--- src/sv/hfc_pkg.sv ---
package hfc_pkg;

    // Direction codes
    localparam logic CMD_TO_HEX = 1'b0;
    localparam logic CMD_TO_DBL = 1'b1;

    // Result status codes
    localparam logic [1:0] ST_OK    = 2'd0;
    localparam logic [1:0] ST_RANGE = 2'd1;
    localparam logic [1:0] ST_UNSUP = 2'd2;

    // Double format
    localparam logic [10:0] DBL_EXP_ONES = 11'h7FF;
    localparam int          DBL_FRAC_W   = 52;
    localparam logic [10:0] DBL_BIAS     = 11'd1023;

    // Hex real format
    localparam int          HEX_FRAC_W   = 56;
    localparam logic [6:0]  HEX_BIAS     = 7'd64;

    // Hex exponent is q - 191, where q = (e + 1 - shift) / 4 and
    // 191 = (1023 + 1 - 4) / 4 - 64; it fits in 7 bits for q in 191..318
    localparam logic [9:0]  HEX_Q_LO     = 10'd191;
    localparam logic [9:0]  HEX_Q_HI     = 10'd318;

    // Double exponent from hex: 4*e + lead + (1023 - 256 - 4 - 52)
    localparam logic [10:0] DBL_EXP_OFS  = 11'd711;

    typedef struct packed {
        logic        cmd;
        logic [63:0] value_in;
    } req_t;

    typedef struct packed {
        logic [63:0] value_out;
        logic [1:0]  status;
    } rsp_t;

    // Stage 2 contents: finished hex result plus prepared hex-to-double data
    typedef struct packed {
        logic        cmd;
        logic [63:0] hex_word;
        logic [1:0]  hex_status;
        logic        sign;
        logic        frac_zero;
        logic [6:0]  hex_exp;
        logic [55:0] mant;
        logic [5:0]  lead;
    } mid_t;

endpackage

--- src/sv/hfc_lead_one.sv ---
module hfc_lead_one
    import hfc_pkg::*;
(
    input  logic [55:0] mant,
    output logic [5:0]  lead
);

    logic [6:0]      grp_any;
    logic [6:0][2:0] grp_pos;
    logic [2:0]      top_grp;

    // Find the highest set bit inside each byte
    always_comb
    begin
        for (int g = 0; g < 7; g++)
        begin
            grp_any[g] = |mant[g*8 +: 8];
            grp_pos[g] = 3'd0;
            for (int b = 0; b < 8; b++)
            begin
                if (mant[g*8 + b])
                begin
                    grp_pos[g] = 3'(b);
                end
            end
        end
    end

    // Pick the highest byte that holds a one
    always_comb
    begin
        top_grp = 3'd0;
        for (int g = 0; g < 7; g++)
        begin
            if (grp_any[g])
            begin
                top_grp = 3'(g);
            end
        end
    end

    assign lead = {top_grp, grp_pos[top_grp]};

endmodule

--- src/sv/ieee_double_ibm_hex_float_convert.sv ---
// Each accepted request moves through the stage registers below in order to its result on rsp_valid.
// Throughput: one request per cycle while rsp_stall is low; the three stage registers (input,
//   leading-one search, normalize shift) each hold one request and advance
//   whenever the next stage is empty or moving.
// Reset: rst_n clears all stage valid bits asynchronously; no payload is reset.
module ieee_double_ibm_hex_float_convert
    import hfc_pkg::*;
(
    input  logic clk,
    input  logic rst_n,
    input  logic req_valid,
    output logic req_stall,
    input  req_t req_data,
    output logic rsp_valid,
    input  logic rsp_stall,
    output rsp_t rsp_data
);

    // ------------------------------------------------------------------
    // Pipeline flow control: a stage takes new data when it is empty or
    // when its content moves on in the same cycle.
    // ------------------------------------------------------------------
    logic s1_valid_reg;
    logic s2_valid_reg;
    logic rsp_valid_reg;
    logic s1_ready;
    logic s2_ready;
    logic s3_ready;

    assign s3_ready  = !rsp_valid_reg || !rsp_stall;
    assign s2_ready  = !s2_valid_reg || s3_ready;
    assign s1_ready  = !s1_valid_reg || s2_ready;
    assign req_stall = !s1_ready;
    assign rsp_valid = rsp_valid_reg;

    req_t s1_reg;
    mid_t s2_reg;
    mid_t s2_next;
    rsp_t rsp_reg;
    rsp_t rsp_next;

    always_ff @(posedge clk or negedge rst_n)
    begin
        if (!rst_n)
        begin
            s1_valid_reg  <= 1'b0;
            s2_valid_reg  <= 1'b0;
            rsp_valid_reg <= 1'b0;
        end
        else
        begin
            if (s1_ready)
            begin
                s1_valid_reg <= req_valid;
            end
            if (s2_ready)
            begin
                s2_valid_reg <= s1_valid_reg;
            end
            if (s3_ready)
            begin
                rsp_valid_reg <= s2_valid_reg;
            end
        end
    end

    // Payload registers: hold while the stage is stalled
    always_ff @(posedge clk)
    begin
        if (s1_ready && req_valid)
        begin
            s1_reg <= req_data;
        end
        if (s2_ready && s1_valid_reg)
        begin
            s2_reg <= s2_next;
        end
        if (s3_ready && s2_valid_reg)
        begin
            rsp_reg <= rsp_next;
        end
    end

    // ------------------------------------------------------------------
    // Stage 1 -> 2: finish double-to-hex, find the leading one of the hex
    // fraction for hex-to-double.
    // ------------------------------------------------------------------
    logic [10:0] d_exp;
    logic [51:0] d_frac;
    logic [1:0]  d_shift;
    logic [55:0] d_mant;
    logic [11:0] d_qsum;
    logic [9:0]  d_q;
    logic [6:0]  d_hexp;
    logic [55:0] h_mant;
    logic [5:0]  h_lead;

    assign d_exp   = s1_reg.value_in[62:52];
    assign d_frac  = s1_reg.value_in[51:0];
    // Align so the binary exponent becomes a multiple of four
    assign d_shift = d_exp[1:0] + 2'd1;
    assign d_mant  = 56'({1'b1, d_frac}) << d_shift;
    assign d_qsum  = 12'(d_exp) + 12'd1 - 12'(d_shift);
    assign d_q     = d_qsum[11:2];
    assign d_hexp  = 7'(d_q - HEX_Q_LO);

    assign h_mant  = s1_reg.value_in[55:0];

    hfc_lead_one u_lead_one (
        .mant (h_mant),
        .lead (h_lead)
    );

    always_comb
    begin
        s2_next            = '0;
        s2_next.cmd        = s1_reg.cmd;
        s2_next.sign       = s1_reg.value_in[63];
        s2_next.frac_zero  = (h_mant == '0);
        s2_next.hex_exp    = s1_reg.value_in[62:56];
        s2_next.mant       = h_mant;
        s2_next.lead       = h_lead;
        s2_next.hex_word   = '0;
        s2_next.hex_status = ST_OK;
        if (s1_reg.value_in[62:0] == '0)
        begin
            // Signed zero: plain zero, no flag
            s2_next.hex_word   = '0;
            s2_next.hex_status = ST_OK;
        end
        else if (d_exp == DBL_EXP_ONES || d_exp == '0)
        begin
            // Drop infinity, NaN and denormals
            s2_next.hex_word   = '0;
            s2_next.hex_status = ST_UNSUP;
        end
        else
        begin
            s2_next.hex_word   = {s1_reg.value_in[63], d_hexp, d_mant};
            s2_next.hex_status = (d_q < HEX_Q_LO || d_q > HEX_Q_HI) ? ST_RANGE : ST_OK;
        end
    end

    // ------------------------------------------------------------------
    // Stage 2 -> 3: normalize the hex fraction onto the hidden bit (right by
    // up to 3, left by up to 52), truncate, and rebias the exponent.
    // ------------------------------------------------------------------
    logic [55:0] n_mant;
    logic [10:0] n_exp;

    always_comb
    begin
        if (s2_reg.lead >= 6'(DBL_FRAC_W))
        begin
            n_mant = s2_reg.mant >> (s2_reg.lead - 6'(DBL_FRAC_W));
        end
        else
        begin
            n_mant = s2_reg.mant << (6'(DBL_FRAC_W) - s2_reg.lead);
        end
    end

    assign n_exp = 11'({s2_reg.hex_exp, 2'b00}) + 11'(s2_reg.lead) + DBL_EXP_OFS;

    always_comb
    begin
        rsp_next.value_out = s2_reg.hex_word;
        rsp_next.status    = s2_reg.hex_status;
        if (s2_reg.cmd == CMD_TO_DBL)
        begin
            rsp_next.status = ST_OK;
            if (s2_reg.frac_zero)
            begin
                rsp_next.value_out = {s2_reg.sign, 63'd0};
            end
            else
            begin
                rsp_next.value_out = {s2_reg.sign, n_exp, n_mant[DBL_FRAC_W-1:0]};
            end
        end
    end

    assign rsp_data = rsp_reg;

`ifndef SYNTHESIS
    // Status code three is never produced
    assert property (@(posedge clk) disable iff (!rst_n)
        rsp_valid_reg |-> rsp_reg.status != 2'd3)
    else $error("invalid status code on result");

    // Hex-to-double requests always finish with an OK status
    assert property (@(posedge clk) disable iff (!rst_n)
        (s2_valid_reg && s3_ready && s2_reg.cmd == CMD_TO_DBL)
        |=> (rsp_valid_reg && rsp_reg.status == ST_OK))
    else $error("hex-to-double result flagged");

    // An accepted request always lands in the input stage
    assert property (@(posedge clk) disable iff (!rst_n)
        (req_valid && !req_stall) |=> s1_valid_reg)
    else $error("accepted request lost at input stage");
`endif

endmodule

--- config.mk ---
export PLATFORM = sky130hd
export DESIGN_NAME = ieee_double_ibm_hex_float_convert
export DESIGN_NICKNAME = d
export VERILOG_FILES = /design/src/sv/hfc_pkg.sv /design/src/sv/hfc_lead_one.sv /design/src/sv/ieee_double_ibm_hex_float_convert.sv
export SDC_FILE = /design/constraint.sdc
export NUM_CORES = 1
export LEC_CHECK = 0
export BUFFER_PORTS_ARGS = -buffer_cell sky130_fd_sc_hd__buf_4
export CAP_MARGIN = 25
export CORE_MARGIN = 3
export CORE_UTILIZATION = 34
export CTS_BUF_LIST = sky130_fd_sc_hd__clkbuf_16
export CTS_CLUSTER_DIAMETER = 40
export DETAILED_ROUTE_END_ITERATION = 16
export GPL_TIMING_DRIVEN = 0
export PLACE_DENSITY_LB_ADDON = 0.3
export SLEW_MARGIN = 20
export SYNTH_ARGS = -nofsm -noshare
export SYNTH_HDL_FRONTEND = slang
export SYNTH_HIERARCHICAL = 1
export SYNTH_SLANG_ARGS = --single-unit
--- constraint.sdc ---
create_clock -name clk -period 5.5 [get_ports clk]
set_input_delay 0.55 -clock clk [delete_from_list [all_inputs] [get_ports clk]]
set_output_delay 0.55 -clock clk [all_outputs]
set_load 0.01 [all_outputs]
==> impl_metrics.toml <==
[run_status]
status = "finished, final reports clean"

[logic_synthesis]
syn-cell-area_mm2 = 0.0190
synth.most_common_cell = "edfxtp_1"
synth_commonest_cells = "269 x edfxtp_1, 188 x nand2_1, 142 x mux4_2"
ys_ff_latch = 272
synth_edf_count = 269
synth-seq-area-share = 0.429
ys_types = 91
synth_warnings = 6
yosys.area.top_type_share = 0.426
synth_top_area_cell = "edfxtp_1"
avgSynthCellArea_um2 = 11.7
synth_area_leaders = "edfxtp_1 43%, mux4_2 17%, mux2i_1 5.2%"
ys.flop_type = "edfxtp_1"
synth_fp_nets = 1738
synth-async-reset-ratio = 0.0110
syn_inst = 1629

[setup_path]
worstRegToRegCells = 12
crit-reg2reg-capture = "rsp_data[31]"
reg2reg_from = "s2_reg[1]"
required_ns = 5.83
crit_fanout = 10
arrival_ns = 5.80
cp-start-kind = "flop"
worst-setup-path-type = "reg2reg"
end_kind = "flop"
reg2reg_slack_ns = 0.03

[finish]
final_layout_size_suffix_gt1_frac = 0.253
syn_to_final_growth_pct = 19.8
instances_no_fill = 2598
fin_util = 0.417
fin_nets = 1931
largest_reg_flops = 138

[place]
place_congestion = 1.00
dp.cells = 2511
dp_slack_ns = -0.0446
io_buffers = 136
hpwl_um = 65600

[grt]
grt_pass1_wl_um = 115000
grt_overflow_total = 0
grt.total_usage = 0.271
grt_max_degree = 59
antenna_found_initial = 3
first_global_vias = 15204

[floorplanning]
io_pins = 137
die_w_um = 242
die_area_mm2 = 0.0587
num_rows = 85
coreArea_mm2 = 0.0546
die_y_um = 242
start_util = 0.348

[drt]
routedWlPerCell_um = 31.5
drt_wl_total_um = 81700
viasPerCell = 6.12
route.detailed.drc = 0
vias = 15902
postRouteAntennaNets = 0
drt_iter0_markers = 2274
first_pass_iters = 7

[pwr]
p_per_area_mw_per_mm2 = 354
ir_worst_vdd_uv = 257
power.leakage_nw = 8.54
power_w = 0.00804

[cts]
cts_max_path_buffers = 3
worstSkewPairLatency_ns = 0.59
path_clk_slew_ns = 0.06
htreeDepth = 2
root_buffer = "clkbuf_16"
cts.sinks = 272
cts_tree = "built"
cts_setup_buffers = 0
cts_buffers = 48

[timing]
worst_slack_ns = 0.0280
clock_skew_ns = 0.0314
slew_viol_final = 0
slew_headroom = 0.273
finalSetupViolations = 0
fmax_mhz = 183
rsz0062_at_grt = "false"
period_minus_slack_ns = 5.47
tns_ns = 0
finalCritPeriodShare = 0.995
worstMarginPinSlew_ns = 1.08
hold_viol_final = 0

[min_path]
hold_class = "in2reg"
hold_start = "req_data[13]"
worstHoldEndpoint = "d_frac[13]"
hold_depth = 1

[flow_run]
cap_violations = 0
## per-stage QoR
stage	cell area (um2)	hold slack (ns)
final	22700	0.146
after global routing	22700	0.122
after CTS	22700	0.117
after detailed placement	21100	0.342
after global placement	20900	0.340
after floorplan	19000	0.254
## area by class of cell
| type | instances | area, um2 |
|---|---|---|
| fillers | 5156 | 31800 |
| flip-flops and latches | 272 | 8150 |
| multi-input cells | 1180 | 10100 |
| repair buffers | 144 | 1200 |
| inverters | 67 | 251 |
| clock buffers | 48 | 1200 |
| well taps | 739 | 925 |
| plain buffers | 109 | 536 |
| diodes | 2 | 5.00 |
| clock inverters | 37 | 412 |
## kinds of logic (layout without fill, tap and decap cells)
| group | Yosys count | count (layout) | share of synthesized area |
|---|---|---|---|
| flip-flops | 272 | 272 | 0.429 |
| other | 0 | 2 | 0 |
| buffers and inverters | 177 | 405 | 0.0415 |
| adder cells (fa/ha/maj) | 40 | 40 | 0.0272 |
| multiplexers | 268 | 268 | 0.238 |
| AO/OA/AOI/OAI | 363 | 363 | 0.127 |
| AND/OR/NAND/NOR | 482 | 482 | 0.123 |
| XOR/XNOR | 27 | 27 | 0.0140 |
## how the worst max path moves through the flow
| stage | cells after the start | slack [ns] | end | startpoint |
|---|---|---|---|---|
| final | 12 | 0.03 | rsp_data[31] | s2_reg[1] |
| after global routing | 12 | 0.07 | rsp_data[31] | s2_reg[1] |
| after CTS | 12 | 0.26 | rsp_data[31] | s2_reg[1] |
| after detailed placement | 16 | -0.04 | s2_reg[71] | d_exp[0] |
| after global placement | 3 | -0.30 | s2_reg[115] | rsp_stall |
| after floorplan | 16 | 1.00 | s2_reg[71] | d_exp[0] |
## where the power goes
part	leakage [nW]	internal [W]	switching, W
sequential	2.64	0.00260	0.000306
clock	0.779	0.00183	0.00112
combinational	5.12	0.000877	0.00132
## placed cells by master (no fill, tap or decap), types with 38 or more instances in the layout
master,count
edfxtp_1,269
a21oi_1,75
nor2_1,102
inv_1,64
mux2i_1,99
nand2_1,188
clkbuf_1,53
clkbuf_16,48
nor2b_1,61
mux4_2,142
ha_1,38
buf_4,142
o21ai_0,69
## repair_timing
item | 4_1_cts | 5_1_grt
hold endpoints to repair | 3 | 0
hold buffers | 1 | 0
pin swaps | 0 | 0
cloned | 0 | 0
setup endpoints to repair | 1 | 1
resized for setup | 0 | 1
## layer usage
| layer | track usage | vias to the layer above | share of wire |
|---|---|---|---|
| met5 | 0 | - | 0 |
| met4 | 0.119 | 0 | 0.056 |
| met3 | 0.0611 | 204 | 0.094 |
| met2 | 0.427 | 1012 | 0.45 |
| met1 | 0.360 | 7901 | 0.40 |
| li1 | - | 6785 | - |
## worst max-delay path: stages, from the launching register on
cell      delay (ns)
edfxtp_1        0.61
buf_2           0.33
buf_1           0.58
inv_1           0.33
ha_1            0.47
buf_1           0.48
buf_1           0.74
nor3_1          0.14
a21oi_1         0.65
a21oi_1         0.34
nand2_1         0.14
a21oi_1         0.08
a221o_1         0.32
No activity file was read; power rests on OpenSTA's default activity.
